$ cat src/design/brb_pkg.sv
// Shared constants, request codes and the result record for the byte ring buffer.
package brb_pkg;

  localparam int DEPTH_DEF    = 4096;
  localparam int MAX_XFER_DEF = 64;

  localparam int LEN_W   = 7;
  localparam int BYTE_W  = 8;
  localparam int HELD_W  = 13;
  localparam int TOTAL_W = 32;

  localparam logic [1:0] REQ_WRITE  = 2'd0;
  localparam logic [1:0] REQ_READ   = 2'd1;
  localparam logic [1:0] REQ_PEEK   = 2'd2;
  localparam logic [1:0] REQ_REMOVE = 2'd3;

  typedef struct packed {
    logic [BYTE_W-1:0]  out_byte;
    logic               byte_valid;
    logic               last;
    logic               status;
    logic [HELD_W-1:0]  bytes_held;
    logic [TOTAL_W-1:0] total_written;
  } result_t;

endpackage

$ cat src/design/brb_ctrl.sv
// Pointer, count and write-run control plus the read/peek byte streamer.
module brb_ctrl #(
  parameter int DEPTH    = brb_pkg::DEPTH_DEF,
  parameter int MAX_XFER = brb_pkg::MAX_XFER_DEF
) (
  input  logic                        clk,
  input  logic                        rst,
  input  logic                        in_valid,
  output logic                        in_stall,
  input  logic [1:0]                  req_type,
  input  logic [brb_pkg::LEN_W-1:0]   length,
  input  logic [brb_pkg::BYTE_W-1:0]  data_byte,
  input  logic                        data_last,
  input  logic                        out_free,
  output logic                        res_load,
  output brb_pkg::result_t            res,
  output logic                        wr_en,
  output logic [$clog2(DEPTH)-1:0]    wr_addr,
  output logic [brb_pkg::BYTE_W-1:0]  wr_data,
  output logic [$clog2(DEPTH)-1:0]    rd_addr,
  input  logic [brb_pkg::BYTE_W-1:0]  rd_data
);

  localparam int PW = $clog2(DEPTH);
  localparam int HW = $clog2(DEPTH + 1);
  localparam int SW = ((HW > brb_pkg::LEN_W) ? HW : brb_pkg::LEN_W) + 1;

  localparam logic ST_IDLE   = 1'b0;
  localparam logic ST_STREAM = 1'b1;

  logic                         state, state_next;
  logic [PW-1:0]                rp, rp_next;
  logic [PW-1:0]                wp, wp_next;
  logic [HW-1:0]                held, held_next;
  logic [brb_pkg::TOTAL_W-1:0]  total, total_next;
  logic [brb_pkg::LEN_W-1:0]    write_left, write_left_next;
  logic                         write_dropping, write_dropping_next;
  logic                         write_open, write_open_next;
  logic [PW-1:0]                cur, cur_next;
  logic [brb_pkg::LEN_W-1:0]    cnt, cnt_next;

  logic                         accept;
  logic                         open_drop;
  logic [brb_pkg::LEN_W-1:0]    open_left;
  logic                         too_long;
  logic [SW-1:0]                rp_sum;
  logic [PW-1:0]                rp_adv;
  logic [PW-1:0]                wp_inc;
  logic [PW-1:0]                cur_inc;

  assign in_stall = (state != ST_IDLE) || !out_free;
  assign accept   = in_valid && !in_stall;

  assign wp_inc  = (wp == PW'(DEPTH - 1)) ? '0 : wp + PW'(1);
  assign cur_inc = (cur == PW'(DEPTH - 1)) ? '0 : cur + PW'(1);

  // read pointer after consuming length bytes; sum stays below twice the depth
  always_comb begin
    rp_sum = SW'(rp) + SW'(length);
    if (rp_sum >= SW'(DEPTH)) begin
      rp_sum = rp_sum - SW'(DEPTH);
    end
    rp_adv = rp_sum[PW-1:0];
  end

  assign too_long = (SW'(length) > SW'(held)) ||
                    (length > brb_pkg::LEN_W'(MAX_XFER));

  assign wr_addr = wp;
  assign wr_data = data_byte;

  // keep the streamer one byte ahead: fetch the next address as a byte leaves
  always_comb begin
    if (state == ST_STREAM) begin
      rd_addr = out_free ? cur_inc : cur;
    end else begin
      rd_addr = rp;
    end
  end

  always_comb begin
    state_next          = state;
    rp_next             = rp;
    wp_next             = wp;
    held_next           = held;
    total_next          = total;
    write_left_next     = write_left;
    write_dropping_next = write_dropping;
    write_open_next     = write_open;
    cur_next            = cur;
    cnt_next            = cnt;
    wr_en               = 1'b0;
    res_load            = 1'b0;
    res                 = '0;
    open_drop           = write_dropping;
    open_left           = write_left;

    if (state == ST_STREAM) begin
      if (out_free) begin
        res_load            = 1'b1;
        res.out_byte        = rd_data;
        res.byte_valid      = 1'b1;
        res.last            = (cnt == brb_pkg::LEN_W'(1));
        res.bytes_held      = brb_pkg::HELD_W'(held);
        res.total_written   = total;
        cur_next            = cur_inc;
        cnt_next            = cnt - brb_pkg::LEN_W'(1);
        if (cnt == brb_pkg::LEN_W'(1)) begin
          state_next = ST_IDLE;
        end
      end
    end else if (accept) begin
      if (req_type == brb_pkg::REQ_WRITE) begin
        // length is checked only on the first item of a run
        if (!write_open) begin
          open_drop = (length > brb_pkg::LEN_W'(MAX_XFER)) ||
                      (SW'(held) + SW'(length) > SW'(DEPTH));
          open_left = open_drop ? '0 : length;
        end
        write_open_next     = 1'b1;
        write_dropping_next = open_drop;
        write_left_next     = open_left;
        if (!open_drop && open_left != '0 && held != HW'(DEPTH)) begin
          wr_en           = 1'b1;
          wp_next         = wp_inc;
          held_next       = held + HW'(1);
          total_next      = total + brb_pkg::TOTAL_W'(1);
          write_left_next = open_left - brb_pkg::LEN_W'(1);
        end
        if (data_last) begin
          write_open_next     = 1'b0;
          write_dropping_next = 1'b0;
          write_left_next     = '0;
          res_load            = 1'b1;
          res.last            = 1'b1;
          res.status          = open_drop;
          res.bytes_held      = brb_pkg::HELD_W'(held_next);
          res.total_written   = total_next;
        end
      end else if (too_long) begin
        res_load          = 1'b1;
        res.last          = 1'b1;
        res.status        = 1'b1;
        res.bytes_held    = brb_pkg::HELD_W'(held);
        res.total_written = total;
      end else begin
        if (req_type != brb_pkg::REQ_PEEK) begin
          held_next = held - HW'(length);
          rp_next   = rp_adv;
          if (held == HW'(length)) begin
            rp_next = '0;
            wp_next = '0;
          end
        end
        if ((req_type == brb_pkg::REQ_READ || req_type == brb_pkg::REQ_PEEK) &&
            length != '0) begin
          state_next = ST_STREAM;
          cur_next   = rp;
          cnt_next   = length;
        end else begin
          res_load          = 1'b1;
          res.last          = 1'b1;
          res.bytes_held    = brb_pkg::HELD_W'(held_next);
          res.total_written = total;
        end
      end
    end
  end

  always_ff @(posedge clk) begin
    if (rst) begin
      state          <= ST_IDLE;
      rp             <= '0;
      wp             <= '0;
      held           <= '0;
      total          <= '0;
      write_left     <= '0;
      write_dropping <= 1'b0;
      write_open     <= 1'b0;
    end else begin
      state          <= state_next;
      rp             <= rp_next;
      wp             <= wp_next;
      held           <= held_next;
      total          <= total_next;
      write_left     <= write_left_next;
      write_dropping <= write_dropping_next;
      write_open     <= write_open_next;
    end
    cur <= cur_next;
    cnt <= cnt_next;
  end

endmodule

$ cat config.mk
export PLATFORM = sky130hd
export DESIGN_NAME = brb_ctrl
export DESIGN_NICKNAME = d
export VERILOG_FILES = /design/src/design/brb_pkg.sv /design/src/design/brb_ctrl.sv
export SDC_FILE = /design/constraint.sdc
export NUM_CORES = 1
export LEC_CHECK = 0
export BUFFER_PORTS_ARGS = -buffer_cell sky130_fd_sc_hd__buf_2
export CORE_MARGIN = 1
export CORE_UTILIZATION = 40
export CTS_CLUSTER_SIZE = 10
export DETAILED_ROUTE_END_ITERATION = 12
export PLACE_DENSITY = 0.68
export RECOVER_POWER = 100
export SKIP_LAST_GASP = 1
export SYNTH_ARGS = -nofsm -noshare
export SYNTH_HDL_FRONTEND = slang
export SYNTH_SLANG_ARGS = --single-unit
$ cat constraint.sdc
create_clock -name clk -period 13.85 [get_ports clk]
set_input_delay 0.6925 -clock clk [delete_from_list [all_inputs] [get_ports clk]]
set_output_delay 0.6925 -clock clk [all_outputs]
set_load 0.005 [all_outputs]
==> results.txt <==
Outcome -> complete, but fails checks
Failing checks -> capacitance limit, slew limit
Yosys cell types -> 92
Die Ht -> 146.4 um
Final setup viols -> 0
Wire length per cell -> 18.28 um
Multiplexer area fraction after synthesis -> 1.471%
Drt total wl -> 25,920 um
Skew final -> 0.01082 ns
Syn Area/Cell -> 7.564 um2
Register area share after synthesis -> 25.82%
DR vias/cell -> 6.150
Site Rows -> 52
Die W -> 146.4 um
NumNets Final -> 1,208
IO buf count -> 104
Area after DPL -> 8869 um2
CP required -> 13.16 ns
Core ar. -> 20,300 um2
Asr flop ratio synth -> 0%
Max Cap Violations -> 3
Worst path arrival time -> 7.37 ns
R2R cell count -> 19
Highest clock rate -> 124.0 MHz
EDFF count, synth -> 19
Share of cells above drive strength 1 -> 8.449%
Mapped Cells -> 1,102
Htree depth -> 3
Setup TNS -> 0 ns
Number of fill cells -> 2,101
CTS max path bufs -> 2
Post-CTS setup buffers -> 0
RSZ-0062 raised after global routing -> no
Leakage power -> 3.190 nW
PwrDens -> 77.40 nW/um2
Clk_lat worst skew -> 0.36 ns
Post-Synth XOR/XNOR Area -> 6.409%
Total vias in the final route -> 8,721
GRT Residual Overflow -> 0
Layout overhead on the synthesized area -> 7.625%
Syn nets -> 1,166
Final period util -> 58.21%
Initial antenna violation count -> 1
CP cell instances -> clkbuf_1 -> inv_1 -> fa_1 -> xor2_1 -> a311oi_1 -> nand3_1 -> nor4b_1 -> a31o_4 -> nand2_1 -> o31a_1 -> ha_1 -> inv_1 -> o31a_1 -> and2_0 -> nor3b_1 -> nand4_4 -> a21oi_1 -> nand2_1 -> or4_1 -> nand3_1 -> buf_1
Synth Area in Adders -> 5.374%
Final min period -> 8.062 ns
CTS tree -> yes
HP Class -> reg2reg
Crit-path slowest cell -> a21oi_1
Crit. End Element -> primary output
Synth Warn # -> 0
IO Count -> 121
Iteration-0 DRC Markers -> 992
ANT cells -> 0
Post-synthesis compound-gate area fraction -> 26.78%
Die ar. -> 21,420 um2
First-pass GRT wire length -> 41,850 um
Worst-path fanout max -> 16
Pin count of the biggest net entering global routing -> 59
Vias in the first global route -> 7,843
DP HPWL -> 18,220 um
Post-synthesis register bit count -> 98
TritonRoute pass-1 iters -> 6
Post-CTS Resized -> 0
Slew headroom -> -37.56%
DRC viols -> 0
Antenna-violating nets left -> 0
Gr usage total -> 24.11%
Synthesized area -> 8335 um2
Setup CP Type -> in2out
Starting Density -> 41.06%
Ys flop type -> dfxtp_1
Max incr delay on CP -> 1.01 ns
Routability cong. -> 0.9588
Root Buffer -> clkbuf_16
Hold buffer count at CTS -> 0
Actual slew at the worst max-slew pin -> 2.054 ns
Reg clk slew, reported paths -> 0.07 ns
Crit path launch type -> input pin
Max-slew violations -> 43
Largest family of logic cells by synthesized area -> simple AND/OR/NAND/NOR gates
Final Hold Vio Count -> 0
Clk sink count -> 98
Post-Synth Simple-Gate Area -> 27.56%
Post-route design area -> 8971 um2
Hold depth -> 2
Max rail drop VDD -> 0.06243 mV
CTS Buf Count -> 9
==> state kept, by name (all words and copies together) (netlist names) <==
register,count
cnt,7
cur,12
held,13
rp,12
state,1
total,32
wr_addr,12
write_dropping,1
write_left,7
write_open,1
==> cells in the mapped netlist (19+ instances only) <==
master | count | share of area (%)
and3_1 | 30 | 2.3
buf_2 | 22 | 1.3
nand3_1 | 49 | 2.9
clkbuf_1 | 45 | 2.0
a21oi_1 | 90 | 5.4
nor3_1 | 28 | 1.7
nand4_1 | 30 | 2.3
xnor2_1 | 31 | 3.3
dfxtp_1 | 79 | 19
edfxtp_1 | 19 | 6.8
o21ai_0 | 79 | 4.7
xor2_1 | 30 | 3.2
ha_1 | 31 | 4.7
inv_1 | 36 | 1.6
nand2_1 | 99 | 4.5
a31oi_1 | 35 | 2.6
or3_1 | 25 | 1.9
nor2_1 | 95 | 4.3
==> metrics by stage <==
step | total power, W | std cells | hold WS, ns | util (%) | worst slack [ns]
6_report | 0.0006943 | 1418 | 0.4745 | 44.19 | 5.788
3_5_place_dp | 0.0004455 | 1403 | 0.4607 | 43.69 | 7.221
4_1_cts | 0.0006996 | 1418 | 0.4706 | 45.09 | 7.194
2_1_floorplan | 0.0004080 | 1102 | 0.4273 | - | 8.389
3_3_place_gp | 0.0004454 | 1403 | 0.4589 | 43.69 | 7.377
5_1_grt | 0.0007205 | 1418 | 0.4814 | 44.19 | 5.365
==> cells by family after synthesis <==
logic type	count (synthesis)
adders and majority gates	34
DFF	98
muxes	12
buffers and inverters	121
AOI/OAI and AO/OA	339
xor gates and xnor gates	61
and+or+nand+nor	437
==> power by group <==
group          switching [W]  internal (W)
sequential        0.00000888      0.000295
combinational      0.0000930     0.0000430
clock               0.000122      0.000133
total               0.000224      0.000470
==> critical path: cells and delay by family <==
kind	cells	cell delay, ns
adders and majority gates	2	0.80
AOI/OAI and AO/OA	5	2.00
and+or+nand+nor	9	2.81
xor gates and xnor gates	1	0.19
buffers and inverters	4	0.85
==> worst paths after layout <==
check	end	startpoint	slack (ns)
max	res[18]	length[1]	5.79
min	write_left[0]	write_left[0]	0.47
max reg2reg	total[20]	held[1]	7.16
min reg2reg	write_left[0]	write_left[0]	0.47
==> layout by cell type, fill, tap and decap left out, types with 19 or more instances in the layout <==
cell type  synthesis  layout
nand2_1           99     101
edfxtp_1          19      19
dfxtp_1           79      79
buf_2             22      43
a31oi_1           35      36
ha_1              31      31
clkbuf_1          45      54
nor2_1            95      95
nor3_1            28      28
inv_1             36      36
o21ai_0           79      89
xor2_1            30      30
nand3_1           49      50
and3_1            30      30
xnor2_1           31      31
nand4_1           30      30
a21oi_1           90      92
or3_1             25      25
==> metal layers <==
layer  wire, um  up-vias  track usage [%]  part of all wire (%)
li1           -     4155                -                     -
met5          9        -                0                 0.035
met1      12070     4153            34.48                    47
met4        391        2            6.823                   1.5
met3       2259       37            4.594                   8.7
met2      11190      374            36.67                    43
==> layout make-up <==
cell class	instances	area [um2]	area share, %
clock inverters	5	35.03	0.3905
multi-input cells	883	5540	61.76
well taps	270	337.8	3.766
inverters	39	146.4	1.632
repair buffers	113	509.2	5.676
flip-flops and latches	98	2152	23.99
clock buffers	10	250.2	2.789
Note: power is estimated with default switching activity, not from simulation.
